==> src/design/sbq_pkg.sv <==
`default_nettype none
// ----------------------------------------------------------------------------
// sbq_pkg
// shared types, codes and sizes of the socket segment buffer queue
// ----------------------------------------------------------------------------
package sbq_pkg;

  localparam int unsigned SEGS       = 64;
  localparam int unsigned IDX_W      = $clog2(SEGS);
  localparam int unsigned CNT_W      = $clog2(SEGS + 1);
  localparam int unsigned MAX_RES    = 64;
  localparam int unsigned RES_W      = $clog2(MAX_RES + 1);
  localparam int unsigned LEN_W      = 20;
  localparam int unsigned ADDR_W     = 32;
  localparam int unsigned SND_W      = 48;
  localparam int unsigned ACT_W      = 3;
  localparam int unsigned IN_DATA_W  = 160;
  localparam int unsigned OUT_DATA_W = 200;
  localparam int unsigned QDEPTH     = 2;
  localparam int unsigned QPTR_W     = $clog2(QDEPTH);
  localparam int unsigned QCNT_W     = $clog2(QDEPTH + 1);
  localparam logic [LEN_W-1:0] MAX_SIZE_RST = LEN_W'(4096);

  typedef enum logic [ACT_W-1:0] {
    ACT_APPEND = 3'd0,
    ACT_FETCH  = 3'd1,
    ACT_REMOVE = 3'd2,
    ACT_COPY   = 3'd3,
    ACT_QUERY  = 3'd4
  } action_e;

  typedef enum logic [1:0] {
    STS_OK    = 2'd0,
    STS_BLOCK = 2'd1,
    STS_ERR   = 2'd2
  } status_e;

  typedef enum logic [1:0] {
    QK_USED = 2'd0,
    QK_FREE = 2'd1,
    QK_MAX  = 2'd2
  } qkind_e;

  typedef enum logic [2:0] {
    K_APPEND,
    K_FETCH_STREAM,
    K_FETCH_RECORD,
    K_REMOVE,
    K_COPY,
    K_QUERY,
    K_BAD
  } kind_e;

  typedef enum logic [1:0] {
    S_IDLE,
    S_READ,
    S_EVAL,
    S_FLUSH
  } state_e;

  typedef struct packed {
    kind_e              kind;
    logic [ADDR_W-1:0]  addr;
    logic [ADDR_W-1:0]  base;
    logic [LEN_W-1:0]   len;
    logic [SND_W-1:0]   sender;
    logic               atomic;
    logic               peek;
    logic               remove_all;
    logic [LEN_W-1:0]   offset;
    logic [1:0]         qkind;
    logic               stopped;
  } cmd_t;

  typedef struct packed {
    logic [SND_W-1:0]   sender;
    logic [ADDR_W-1:0]  base;
    logic [LEN_W-1:0]   len;
    logic [ADDR_W-1:0]  addr;
  } desc_t;

  localparam int unsigned DESC_W = $bits(desc_t);

  typedef struct packed {
    status_e            status;
    logic [ADDR_W-1:0]  addr;
    logic [LEN_W-1:0]   len;
    logic [LEN_W-1:0]   dest;
    logic [SND_W-1:0]   sender;
    logic               rel_v;
    logic [ADDR_W-1:0]  rel_base;
    logic [LEN_W-1:0]   total;
    logic [LEN_W-1:0]   qval;
  } res_t;

  typedef struct packed {
    logic [CNT_W-1:0]   cnt;
    logic [LEN_W-1:0]   used;
  } stat_t;

  function automatic logic [IDX_W-1:0] idx_inc(input logic [IDX_W-1:0] i);
    if (i == IDX_W'(SEGS - 1)) return '0;
    return i + IDX_W'(1);
  endfunction

endpackage
`default_nettype wire

==> src/design/sbq_front.sv <==
`default_nettype none
// ----------------------------------------------------------------------------
// sbq_front
// accepts requests, classifies them and holds them in a short queue
// ----------------------------------------------------------------------------
module sbq_front import sbq_pkg::*; (
  input  wire logic                 clk_i,
  input  wire logic                 rst_ni,
  input  wire logic                 in_valid_i,
  output logic                      in_ready_o,
  input  wire logic [ACT_W-1:0]     action_i,
  input  wire logic [IN_DATA_W-1:0] data_i,
  output logic                      cmd_valid_o,
  output cmd_t                      cmd_o,
  input  wire logic                 cmd_pop_i
);

  cmd_t              dec;
  cmd_t              q_q [QDEPTH];
  logic [QPTR_W-1:0] wr_q, wr_d, rd_q, rd_d;
  logic [QCNT_W-1:0] cnt_q, cnt_d;
  logic              push;

  // classify the request
  always_comb begin
    dec.addr       = data_i[31:0];
    dec.base       = data_i[63:32];
    dec.len        = data_i[83:64];
    dec.sender     = data_i[132] ? data_i[131:84] : '0;
    dec.atomic     = data_i[133];
    dec.peek       = data_i[135];
    dec.remove_all = data_i[136];
    dec.offset     = data_i[156:137];
    dec.qkind      = data_i[158:157];
    dec.stopped    = data_i[159];
    case (action_e'(action_i))
      ACT_APPEND: dec.kind = K_APPEND;
      ACT_FETCH:  dec.kind = data_i[134] ? K_FETCH_STREAM : K_FETCH_RECORD;
      ACT_REMOVE: dec.kind = K_REMOVE;
      ACT_COPY:   dec.kind = K_COPY;
      ACT_QUERY:  dec.kind = K_QUERY;
      default:    dec.kind = K_BAD;
    endcase
  end

  assign in_ready_o  = (cnt_q != QCNT_W'(QDEPTH));
  assign cmd_valid_o = (cnt_q != '0);
  assign cmd_o       = q_q[rd_q];
  assign push        = in_valid_i && in_ready_o;

  always_comb begin
    wr_d  = wr_q;
    rd_d  = rd_q;
    cnt_d = cnt_q;
    if (push) begin
      wr_d = (wr_q == QPTR_W'(QDEPTH - 1)) ? '0 : wr_q + QPTR_W'(1);
    end
    if (cmd_pop_i) begin
      rd_d = (rd_q == QPTR_W'(QDEPTH - 1)) ? '0 : rd_q + QPTR_W'(1);
    end
    if (push && !cmd_pop_i) begin
      cnt_d = cnt_q + QCNT_W'(1);
    end else if (!push && cmd_pop_i) begin
      cnt_d = cnt_q - QCNT_W'(1);
    end
  end

  always_ff @(posedge clk_i or negedge rst_ni) begin
    if (!rst_ni) begin
      wr_q  <= '0;
      rd_q  <= '0;
      cnt_q <= '0;
    end else begin
      wr_q  <= wr_d;
      rd_q  <= rd_d;
      cnt_q <= cnt_d;
    end
  end

  always_ff @(posedge clk_i) begin
    if (push) begin
      q_q[wr_q] <= dec;
    end
  end

endmodule
`default_nettype wire

==> config.mk <==
export PLATFORM = sky130hd
export DESIGN_NAME = sbq_front
export DESIGN_NICKNAME = d
export VERILOG_FILES = /design/src/design/sbq_pkg.sv /design/src/design/sbq_front.sv
export SDC_FILE = /design/constraint.sdc
export NUM_CORES = 1
export LEC_CHECK = 0
export ABC_AREA = 1
export BUFFER_PORTS_ARGS = -buffer_cell sky130_fd_sc_hd__buf_2
export CAP_MARGIN = 20
export CORE_MARGIN = 1.5
export CORE_UTILIZATION = 53
export CTS_CLUSTER_DIAMETER = 50
export DETAILED_ROUTE_END_ITERATION = 10
export PLACE_DENSITY_LB_ADDON = 0.25
export SLEW_MARGIN = 20
export SYNTH_ARGS = -nofsm -noshare
export SYNTH_HDL_FRONTEND = slang
export SYNTH_SLANG_ARGS = --single-unit
export TNS_END_PERCENT = 50
==> constraint.sdc <==
create_clock -name clk_i -period 10.8 [get_ports clk_i]
set_input_delay 0.54 -clock clk_i [delete_from_list [all_inputs] [get_ports clk_i]]
set_output_delay 0.54 -clock clk_i [all_outputs]
set_load 0.03 [all_outputs]
-- After elaboration in Yosys (flattened, before gate mapping)
Memories as Yosys holds them, arrays and structs flattened.
Index checks and enable logic that the tools add are counted.
- multiplexer cells: 9
- equality and inequality tests: 5
- add/subtract/negate cells: 4
- reductions and logical operators: 8
- operators by type and width (kind ; number):
    $mux 48 ; 1
    $pmux 3 s5 ; 1
    $eq 3x2->1 const B ; 2
    $mux 2 ; 3
    $mux 1 ; 4
    $reduce_bool 2->1 ; 2
    $eq 3x1->1 const B ; 1
    $eq 3x3->1 const B ; 1
    $logic_and 1x1->1 ; 3
    $logic_not 3->1 ; 1
    $add 1x1->1 const B ; 2
    $add 2x1->2 const B ; 1
    $logic_not 1->1 ; 2
    $ne 2x2->1 const B ; 1
    $sub 2x1->2 const B ; 1
- register bits: 4
- memory bits (writable): 322
- memories: 1
- memories (name ; words ; width ; read ports ; clocked after Yosys merged registers in ; wr ports ; line ; RTL):
    q_q ; 2 ; 161 ; 1 ; 0 ; 1 ; sbq_front.sv:19 ; cmd_t q_q [QDEPTH];

-- Logic depth before layout (Yosys ltp)
Gate-level depths: netlist of the first run.
- depth in word-level cells: 6
- depth in mapped cells: 10
- depth with buffers taken out: 10

-- Worst setup path after synthesis of the first run
No wires, ideal clock.
- kind: reg-to-reg
- from: register cnt_q[0]
- to: memory q_q[0][0] in the netlist's numbering, enable pin
- setup slack: 2.580 ns
- setup time: 0.685 ns
- period minus slack after synthesis: 8.220 ns
- stages on the path, launching flop included: 5
- buffers on the path: 0
- data arrival time: 7.535 ns
- data required time: 10.115 ns
- cell sequence: dfrtp_1 -> inv_1 -> nand2_1 -> nand2_1 -> nor2_1
- longest elaborated chain between the ends: 4
- ends and longest elaborated chain (element ; line ; RTL):
    start: declaration ; sbq_front.sv:21 ; logic [QCNT_W-1:0] cnt_q, cnt_d;
    start signal: assignment ; sbq_front.sv:76 ; cnt_q <= cnt_d;
    $ne 2x2->1 ; sbq_front.sv:46 ; assign in_ready_o = (cnt_q != QCNT_W'(QDEPTH));
    named net in_ready_o ; sbq_front.sv:10 ; output logic in_ready_o,
    $logic_and 1x1->1 ; sbq_front.sv:49 ; assign push = in_valid_i && in_ready_o;
    $mux 1 ; sbq_front.sv:81 ; if (push) begin
    $mux 1 (implied by the code) ; sbq_front.sv:82 ; q_q[wr_q] <= dec;
    end: declaration ; sbq_front.sv:19 ;
The timed path passes the listed nets, and every way through them passes these cells.

==> results of run 1 <==
[Yosys cell counts]
| master | count |
|---|---|
| a31oi_1 | 1 |
| clkbuf_1 | 2 |
| nand4_1 | 2 |
| ha_1 | 1 |
| dfrtp_1 | 4 |
| xor2_1 | 2 |
| nand2_1 | 57 |
| inv_1 | 59 |
| buf_2 | 11 |
| edfxtp_1 | 322 |
| nand3_1 | 3 |
| xnor2_1 | 1 |
| mux2_4 | 80 |
| buf_6 | 10 |
| nor2_1 | 3 |
| o21ai_0 | 1 |
| mux2_2 | 81 |
[final cells by class]
class	instances	area [um2]
diodes	3	7.51
clock buffers	47	963
clock inverters	13	67.6
fillers	1678	7840
inverters	59	221
multi-input cells	232	2430
flip-flops and latches	326	9770
well taps	319	399
repair buffers	336	1700
[layout by cell type, fill, tap and decap left out]
cell           synthesis  layout
clkbuf_1               2      10
clkinv_2               0       6
buf_4                  0       6
dlygate4sd3_1          0       1
mux2_4                80      80
clkinvlp_4             0       1
xnor2_1                1       1
ha_1                   1       1
clkinv_1               0       5
buf_2                 11     329
inv_1                 59      59
nand2_1               57      57
dfrtp_1                4       3
nor2_1                 3       1
nor2_4                 0       2
edfxtp_1             322     322
xor2_1                 2       2
dfrtp_4                0       1
nand3_1                3       3
diode_2                0       3
inv_8                  0       1
mux2_2                81      81
o21ai_0                1       1
nand4_1                2       2
a31oi_1                1       1
clkbuf_16              0      37
[flip-flops by register name (all words and copies together), names as in the netlist]
signal and cells:
cnt_q 2, q_q 322, rd_q 1, wr_q 1
[critical path: stages, from the launching register on]
cell and delay [ns]:
dfrtp_4 0.94, buf_4 0.92, mux2_2 0.41, buf_2 0.17
[power groups by stage]
stage | clock, W | combinational (W) | sequential, W
2_1_floorplan | 0 | 0.00132 | 0.00188
3_3_place_gp | 0 | 0.00168 | 0.00185
3_5_place_dp | 0 | 0.00168 | 0.00187
4_1_cts | 0.00109 | 0.00169 | 0.00185
5_1_grt | 0.00114 | 0.00176 | 0.00187
6_report | 0.00106 | 0.00166 | 0.00184
[how the worst min path moves through the flow]
stage                      from           to  slack [ns]  cells past startpoint
detailed placement       rst_ni     cnt_q[1]        0.35                      1
CTS                  data_i[54]  q_q[1][116]        0.21                      1
global route        data_i[136]   q_q[1][23]        0.20                      1
global placement         rst_ni     cnt_q[1]        0.35                      1
floorplan                rst_ni     cnt_q[0]        0.24                      0
finish                cmd_pop_i         rd_q        0.23                      2
[per-stage QoR]
stage	total power [W]	hold slack, ns	cells	setup slack (ns)	utilization, %
2_1_floorplan	0.00321	0.244	640	2.58	-
3_3_place_gp	0.00353	0.350	1271	7.72	62.0
3_5_place_dp	0.00356	0.350	1271	7.73	62.0
4_1_cts	0.00463	0.206	1332	7.20	66.5
5_1_grt	0.00477	0.202	1333	7.10	66.5
6_report	0.00457	0.231	1335	7.26	66.5
[logic make-up (layout without fill, tap and decap cells)]
| group | after synthesis | count (layout) | share of synthesized area [%] |
|---|---|---|---|
| mux | 161 | 161 | 16.8 |
| simple gates | 65 | 65 | 2.01 |
| flops | 326 | 326 | 77.6 |
| xor+xnor | 3 | 3 | 0.209 |
| compound gates | 2 | 2 | 0.0895 |
| buf+inv | 82 | 455 | 3.15 |
| other cells | 0 | 3 | 0 |
| fa+ha+maj | 1 | 1 | 0.0994 |
[routing by layer]
layer	track usage, %	vias to the layer above	wire length (um)
li1	-	3078	-
met1	20.6	3128	8670
met2	29.8	273	11300
met3	8.20	55	2580
met4	6.29	2	602
met5	0	-	9
==> flow_summary.json, run 1 <==
{
  "status": "finished, final reports clean",
  "antenna_left": 0,
  "synthesis.area_um2": 12600,
  "die-area_um2": 24700,
  "setup_tns_ns": 0,
  "post_dp_cell_area_um2": 14500,
  "root_buffer": "clkbuf_16",
  "ctsHtreeMaxLevel": 2,
  "num-nets-final": 1157,
  "cp-start-kind": "register",
  "crit_path_start": "rd_q",
  "comb_power_share_pct": 36.4,
  "io_pins": 330,
  "setup-violations-final": 0,
  "grtUsageTotal_pct": 18.0,
  "port_buffers": 329,
  "ir_worst_vdd_v": 0.000190,
  "fp.dieW_um": 157,
  "cts_buffer_depth": 3,
  "ys_seq_area_share_pct": 77.6,
  "sw_frac_of_total_pct": 35.1,
  "cp-endpoint": "cmd_o[144]",
  "drt-total-wl_um": 23100,
  "syn-num-nets": 808,
  "worstRegToRegCells": 5,
  "rsz0062_at_grt": "false",
  "period_needed_ns": 3.54,
  "fmax_mhz": 282,
  "netlist_top_cells_area": "edfxtp_1, mux2_4, mux2_2",
  "yosysTopAreaCellShare_pct": 76.8,
  "cp_data_required_time_ns": 10.26,
  "timing.final.crit_share_pct": 32.8,
  "switchingPower_w": 0.00160,
  "gp_congestion": 0.710,
  "ys_ff_latch": 326,
  "r2r_setup_slack_ns": 8.11,
  "drc_errors": 0,
  "drtPass1Iterations": 4,
  "grt_overflow_total": 0,
  "power_frac_seq_pct": 40.3,
  "slew_violations": 0,
  "fp.dieH_um": 157,
  "grt_pass1_wl_um": 33500,
  "cts_made_buffers": 34,
  "start_util_pct": 53.8,
  "hold_buffers": 1,
  "cts_tree": "yes",
  "num_rows": 56,
  "p_int_w": 0.00297,
  "cts.repair.resized": 0,
  "maxCapViolCount": 0,
  "synthCells": 640,
  "end_kind": "output port",
  "coreArea_um2": 23400,
  "area_growth_pct": 23.7,
  "synth_top_area_cell": "edfxtp_1",
  "routedWlPerCell_um": 17.3,
  "dp_hpwl_um": 15500,
  "worst_slew_pin_slew_ns": 1.06,
  "p_clk_share_pct": 23.3,
  "p_per_area_nw_per_um2": 294,
  "grt_max_degree": 76,
  "fin_area_um2": 15600,
  "critical_path_class": "register to output port",
  "ys_warn_count": 0,
  "synth_cell_types": 17,
  "cts.sinks": 326,
  "first_iter_violations": 244,
  "critPathMaxFanout": 59,
  "fin_skew_ns": 0.00664,
  "clock_latency_ns": 0.50,
  "reg2reg_to": "q_q[1][65]",
  "hold_class": "input pin to register",
  "post-cts-setup-buffers": 0,
  "path_clk_slew_ns": 0.06,
  "leakage_nw": 6.47,
  "timing_hold_violations_final": 0,
  "viasPerCell": 4.90,
  "r2r_start": "cnt_q[0]",
  "antenna_found_initial": 3,
  "drive_above_1_share_pct": 53.7,
  "first_global_vias": 6496,
  "slew_headroom_pct": 29.2,
  "syn_area_per_cell_um2": 19.7,
  "vias": 6536,
  "worstPathArrival_ns": 3.00
}
Power figures use the tool's default switching activity.
==> inputs of run 2 (changes only) <==
--- a/config.mk
+++ b/config.mk
@@ -5,7 +5,7 @@
 export SDC_FILE = /design/constraint.sdc
 export NUM_CORES = 1
 export LEC_CHECK = 0
-export ABC_AREA = 1
+export ABC_AREA = 0
 export BUFFER_PORTS_ARGS = -buffer_cell sky130_fd_sc_hd__buf_2
 export CAP_MARGIN = 20
 export CORE_MARGIN = 1.5
==> constraint.sdc (replaced) <==
create_clock -name clk_i -period 3.5 [get_ports clk_i]
set_input_delay 0.175 -clock clk_i [delete_from_list [all_inputs] [get_ports clk_i]]
set_output_delay 0.175 -clock clk_i [all_outputs]
set_load 0.03 [all_outputs]
==> run 2 against run 1 <==
Cell count increased by 7.3%. Sequential power increased to 3.1 times the previous value. Clock power increased to 3.1 times the previous value. Synthesized area decreased by 0.65%. Critical path type unchanged.
==> flow_summary.json, run 2 <==
{
  "mostFrequentLayoutCells": "buf_2, edfxtp_1, dlygate4sd3_1",
  "comb_power_share_pct": 37.5,
  "drc_errors": 0,
  "ys_ff_latch": 326,
  "sw_frac_of_total_pct": 34.9,
  "reg2reg_to": "q_q[1][126]",
  "synth_edf_count": 322,
  "place_ws_ns": 1.41,
  "end_kind": "output port",
  "viasPerCell": 4.86,
  "clock_latency_ns": 0.49,
  "timing.final.crit_share_pct": 73.1,
  "critPathMaxFanout": 49,
  "slew_violations": 0,
  "fin_skew_ns": 0.00733,
  "synthCells": 582,
  "crit_path_start": "rd_q",
  "first_iter_violations": 325,
  "first_global_vias": 7397,
  "rsz0062_at_grt": "false",
  "syn_area_per_cell_um2": 21.5,
  "worstRegToRegCells": 3,
  "ys_seq_area_share_pct": 78.2,
  "path_clk_slew_ns": 0.06,
  "cts_buffer_depth": 3,
  "max_flop_register": "q_q",
  "setup-violations-final": 0,
  "period_needed_ns": 2.56,
  "worst_slew_pin_slew_ns": 0.771,
  "netlist_top_cells_area": "edfxtp_1, mux2_4, mux2_2",
  "num_rows": 56,
  "syn-num-nets": 750,
  "synthArstFlopShare_pct": 1.23,
  "worstPathArrival_ns": 2.39,
  "cts_tree": "yes",
  "nFillCells": 1370,
  "largest_register_ffs": 322,
  "cp-endpoint": "cmd_o[13]",
  "area_growth_pct": 37.5,
  "maxCapViolCount": 0,
  "p_clk_share_pct": 22.8,
  "slew_headroom_pct": 48.6,
  "status": "finished, final reports clean",
  "drive_above_1_share_pct": 49.0,
  "critical_path_class": "register to output port",
  "routedWlPerCell_um": 17.9,
  "synth_top_area_cell": "edfxtp_1",
  "fp.dieW_um": 157,
  "synthesis.area_um2": 12500,
  "grt_overflow_total": 0,
  "ys_warn_count": 0,
  "num_antenna_cells": 0,
  "switchingPower_w": 0.00502,
  "num-nets-final": 1260,
  "synth_cell_types": 22,
  "leakage_nw": 6.78,
  "cp_data_required_time_ns": 3.32,
  "whs_ns": 0.0293,
  "root_buffer": "clkbuf_16",
  "antenna_found_initial": 0,
  "r2r_setup_slack_ns": 1.86,
  "cp-start-kind": "register",
  "yosysTopAreaCellShare_pct": 77.3,
  "yosysMostFrequentCell": "edfxtp_1",
  "drt-total-wl_um": 25700,
  "hold_class": "input pin to register",
  "cts_made_buffers": 34,
  "ctsHtreeMaxLevel": 2,
  "post_dp_cell_area_um2": 14600,
  "cts.sinks": 326,
  "timing_hold_violations_final": 0,
  "ir_worst_vdd_v": 0.000601,
  "layout_setup_ws_ns": 0.940,
  "fmax_mhz": 391,
  "p_int_w": 0.00937,
  "start_util_pct": 53.6,
  "gp_congestion": 0.733,
  "ys_top_cells_by_count": "edfxtp_1, mux2_2, mux2_4",
  "ys.flop_type": "edfxtp_1",
  "power_frac_seq_pct": 39.6,
  "drtPass1Iterations": 4,
  "final_common_cell": "buf_2",
  "setup_tns_ns": 0,
  "fin_area_um2": 17200,
  "vias": 6970,
  "grt_pass1_wl_um": 38500,
  "top_regs": "q_q x322, cnt_q x2",
  "coreArea_um2": 23300,
  "p_per_area_nw_per_um2": 837,
  "fp.dieH_um": 157,
  "io_pins": 330,
  "antenna_left": 0,
  "cts.repair.resized": 0,
  "grt_max_degree": 91,
  "dp_hpwl_um": 15100,
  "r2r_start": "cnt_q[0]",
  "grtUsageTotal_pct": 20.7,
  "port_buffers": 329,
  "die-area_um2": 24500
}
[run 2: cell types whose count changed after synthesis, moves of 2 or more]
| cell | delta |
|---|---|
| nand3_1 | -3 |
| inv_1 | -57 |
| buf_2 | -3 |
| and2_1 | +48 |
| nand4_1 | -2 |
| clkbuf_1 | +3 |
| nor2_1 | +3 |
| nand2_1 | -55 |
[run 2: how the worst min path moves through the flow]
stage                       to  slack, ns       start  cells after the start
floorplan             cnt_q[0]      -0.12      rst_ni                      0
global placement      cnt_q[0]      -0.01      rst_ni                      1
detailed placement    cnt_q[0]     -0.009      rst_ni                      1
CTS                       rd_q      0.006      rst_ni                      2
global route        q_q[0][26]       0.01  data_i[84]                      2
finish              q_q[0][26]       0.03  data_i[84]                      2
[run 2: worst max-delay path: stages (launching register included)]
cell and delay, ns:
dfrtp_4 0.93, buf_4 0.39, mux2_2 0.38, buf_2 0.18
[run 2: what timing repair did]
item / CTS / global route
hold buffers: 160 / 0
buffers inserted: 0 / 0
endpoints found under the hold margin: 319 / 0
[run 2: area by class of cell]
cell class | instances | area [um2] | area share (%)
Timing Repair Buffer | 497 | 3400 | 19.8
Multi-Input combinational cell | 231 | 2580 | 15.0
Clock inverter | 11 | 53.8 | 0.313
Tap cell | 319 | 399 | 2.32
Sequential cell | 326 | 9770 | 56.9
Inverter | 2 | 7.51 | 0.0437
Clock buffer | 47 | 973 | 5.67
[run 2: logic make-up (layout without fill, tap and decap cells)]
kind of cell               after synthesis  count (layout)  synth area share [%]
AOI/OAI and AO/OA                        3               3                 0.140
xor gates and xnor gates                 5               5                 0.350
adders and majority gates                1               1                 0.100
buffers and inverters                   25             557                  1.43
DFF                                    326             326                  78.2
muxes                                  162             162                  17.0
and+or+nand+nor                         60              60                  2.84
[run 2: layer usage]
metal	global-route usage [%]	routed length (um)
met1	24.2	10100
met2	36.3	13100
met3	6.92	1980
met4	6.03	509
met5	0	0
[run 2: stage by stage]
stage	utilization, %	cells	power [W]
6_report	73.6	1433	0.0144
5_1_grt	73.6	1433	0.0150
4_1_cts	73.6	1433	0.0145
3_5_place_dp	62.4	1215	0.0110
3_3_place_gp	62.4	1215	0.0110
2_1_floorplan	-	582	0.00972
[run 2: power by group through the flow]
stage | sequential (W) | clock, W | combinational (W)
after CTS | 0.00570 | 0.00336 | 0.00543
after global routing | 0.00578 | 0.00352 | 0.00569
final | 0.00570 | 0.00329 | 0.00540
after floorplan | 0.00564 | 0 | 0.00408
after detailed placement | 0.00577 | 0 | 0.00527
after global placement | 0.00573 | 0 | 0.00525
==> inputs of run 3 (changes only) <==
--- a/config.mk
+++ b/config.mk
@@ -5,11 +5,11 @@
 export SDC_FILE = /design/constraint.sdc
 export NUM_CORES = 1
 export LEC_CHECK = 0
-export ABC_AREA = 0
+export ABC_AREA = 1
 export BUFFER_PORTS_ARGS = -buffer_cell sky130_fd_sc_hd__buf_2
 export CAP_MARGIN = 20
 export CORE_MARGIN = 1.5
-export CORE_UTILIZATION = 53
+export CORE_UTILIZATION = 48
 export CTS_CLUSTER_DIAMETER = 50
 export DETAILED_ROUTE_END_ITERATION = 10
 export PLACE_DENSITY_LB_ADDON = 0.25
==> constraint.sdc (replaced) <==
create_clock -name clk_i -period 2.1 [get_ports clk_i]
set_input_delay 0.105 -clock clk_i [delete_from_list [all_inputs] [get_ports clk_i]]
set_output_delay 0.105 -clock clk_i [all_outputs]
set_load 0.03 [all_outputs]
==> run 3 against run 2 <==
Critical path depth did not move. First-iteration DRC count rose by 17%. Global-route usage fell by 1.8 points. Largest cell class unchanged.
==> flow_summary.json, run 3 (synthesized netlist as in run 1, its figures left out) <==
{
  "grtUsageTotal_pct": 18.8,
  "drtPass1Iterations": 4,
  "fin_skew_ns": 0.00915,
  "antenna_left": 0,
  "holdPathEnd": "q_q[1][159]",
  "worstPathArrival_ns": 1.89,
  "viasPerCell": 4.76,
  "post_dp_cell_area_um2": 14700,
  "min_from": "data_i[134]",
  "num-nets-final": 1332,
  "drive_above_1_share_pct": 47.0,
  "switchingPower_w": 0.00853,
  "critical_path_class": "register to output port",
  "end_kind": "output port",
  "nFillCells": 1746,
  "whs_ns": 0.0788,
  "dp_hpwl_um": 15900,
  "grt_pass1_wl_um": 39000,
  "cp-start-kind": "register",
  "crit_path_start": "rd_q",
  "slowest_delay_ns": 0.57,
  "coreArea_um2": 25900,
  "worstPathCellList": "buf_4, mux2_2, buf_2",
  "final_common_cell": "buf_2",
  "area_growth_pct": 39.1,
  "first_iter_violations": 379,
  "rsz0062_at_grt": "false",
  "grt_overflow_total": 0,
  "port_buffers": 329,
  "drt-total-wl_um": 26100,
  "clock_latency_ns": 0.49,
  "slew_violations": 0,
  "path_clk_slew_ns": 0.06,
  "first_global_vias": 7519,
  "num_rows": 59,
  "cp_slowest_cell": "dfrtp_4",
  "worstRegToRegCells": 5,
  "cp_data_required_time_ns": 2.00,
  "ctsHtreeMaxLevel": 2,
  "period_needed_ns": 1.99,
  "drc_errors": 0,
  "die-area_um2": 27200,
  "sw_frac_of_total_pct": 34.7,
  "max_flop_register": "q_q",
  "worstHoldPathCells": 4,
  "r2r_setup_slack_ns": 0.46,
  "layout_setup_ws_ns": 0.106,
  "timing_hold_violations_final": 0,
  "fp.dieH_um": 165,
  "routedWlPerCell_um": 17.1,
  "cts_tree": "yes",
  "reg2reg_to": "q_q[0][109]",
  "fmax_mhz": 502,
  "cts.sinks": 326,
  "start_util_pct": 48.6,
  "p_clk_share_pct": 24.0,
  "antenna_found_initial": 0,
  "gp_congestion": 0.716,
  "num_antenna_cells": 0,
  "slew_headroom_pct": 65.7,
  "io_pins": 330,
  "p_int_w": 0.0161,
  "r2r_start": "cnt_q[0]",
  "power_frac_seq_pct": 37.9,
  "cts_buffer_depth": 3,
  "p_per_area_nw_per_um2": 1400,
  "root_buffer": "clkbuf_16",
  "vias": 7250,
  "maxCapViolCount": 0,
  "worst_slew_pin_slew_ns": 0.515,
  "place_ws_ns": 0.471,
  "setup-violations-final": 0,
  "fp.dieW_um": 165,
  "mostFrequentLayoutCells": "buf_2, edfxtp_1, dlygate4sd3_1",
  "hold_class": "input pin to register",
  "timing.final.crit_share_pct": 95.0,
  "leakage_nw": 7.29,
  "comb_power_share_pct": 38.1,
  "cts_made_buffers": 36,
  "critPathMaxFanout": 13,
  "status": "finished, final reports clean",
  "largest_register_ffs": 322,
  "ir_worst_vdd_v": 0.000885,
  "top_regs": "q_q x322, cnt_q x2",
  "fin_area_um2": 17500,
  "grt_max_degree": 85
}
[run 3: cell types whose count changed in the layout (fill, tap and decap cells not counted), sizes merged, moves of 5 or more]
cell         change
and2            -48
buf              +7
dlygate4sd3      +5
inv             +57
nand2           +55
[run 3: power groups by stage]
stage | clock network, W | logic, W | registers [W]
2_1_floorplan | 0 | 0.00683 | 0.00939
3_3_place_gp | 0 | 0.00905 | 0.00941
3_5_place_dp | 0 | 0.00909 | 0.00949
4_1_cts | 0.00605 | 0.00941 | 0.00936
5_1_grt | 0.00631 | 0.00995 | 0.00945
6_report | 0.00590 | 0.00936 | 0.00933
[run 3: metal layers]
metal	wire length, um	vias up	track usage, %
li1	-	3439	-
met1	10300	3485	22.7
met2	13100	286	32.4
met3	2180	40	6.08
met4	492	0	5.49
met5	0	-	0
[run 3: critical path: cells and delay by family (launching register included)]
kind	cells	cell delay, ns
buffers and inverters	2	0.45
DFF	1	0.57
muxes	1	0.37
[run 3: area by class of cell]
| type | instances | area [um2] | area share, % |
|---|---|---|---|
| flip-flops and latches | 326 | 9770 | 55.8 |
| inverters | 59 | 221 | 1.27 |
| repair buffers | 509 | 3530 | 20.2 |
| well taps | 335 | 419 | 2.39 |
| multi-input cells | 232 | 2450 | 14.0 |
| clock inverters | 17 | 156 | 0.893 |
| clock buffers | 46 | 960 | 5.48 |
[run 3: how the worst max path moves through the flow]
stage,end,slack (ns),depth (start not counted)
6_report,cmd_o[156],0.11,3
5_1_grt,cmd_o[156],0.02,3
3_3_place_gp,q_q[0][110],0.50,5
4_1_cts,cmd_o[116],-0.02,3
3_5_place_dp,cmd_o[154],0.47,3
2_1_floorplan,q_q[0][0],-1.37,4
[run 3: timing repair]
item	in CTS	in global routing
setup buffers	0	1
gates resized for setup	7	0
endpoints found under the hold margin	328	0
endpoints found under the setup margin	34	91
hold buffers	165	0
[run 3: metrics by stage]
stage               setup TNS [ns]  util, %  total power (W)  std cells
CTS                         -0.149     67.5           0.0248       1523
floorplan                  -437.59        -           0.0162        640
global placement                 0     56.8           0.0185       1295
global route                     0     67.6           0.0257       1524
finish                           0     67.6           0.0246       1524
detailed placement               0     56.8           0.0186       1295
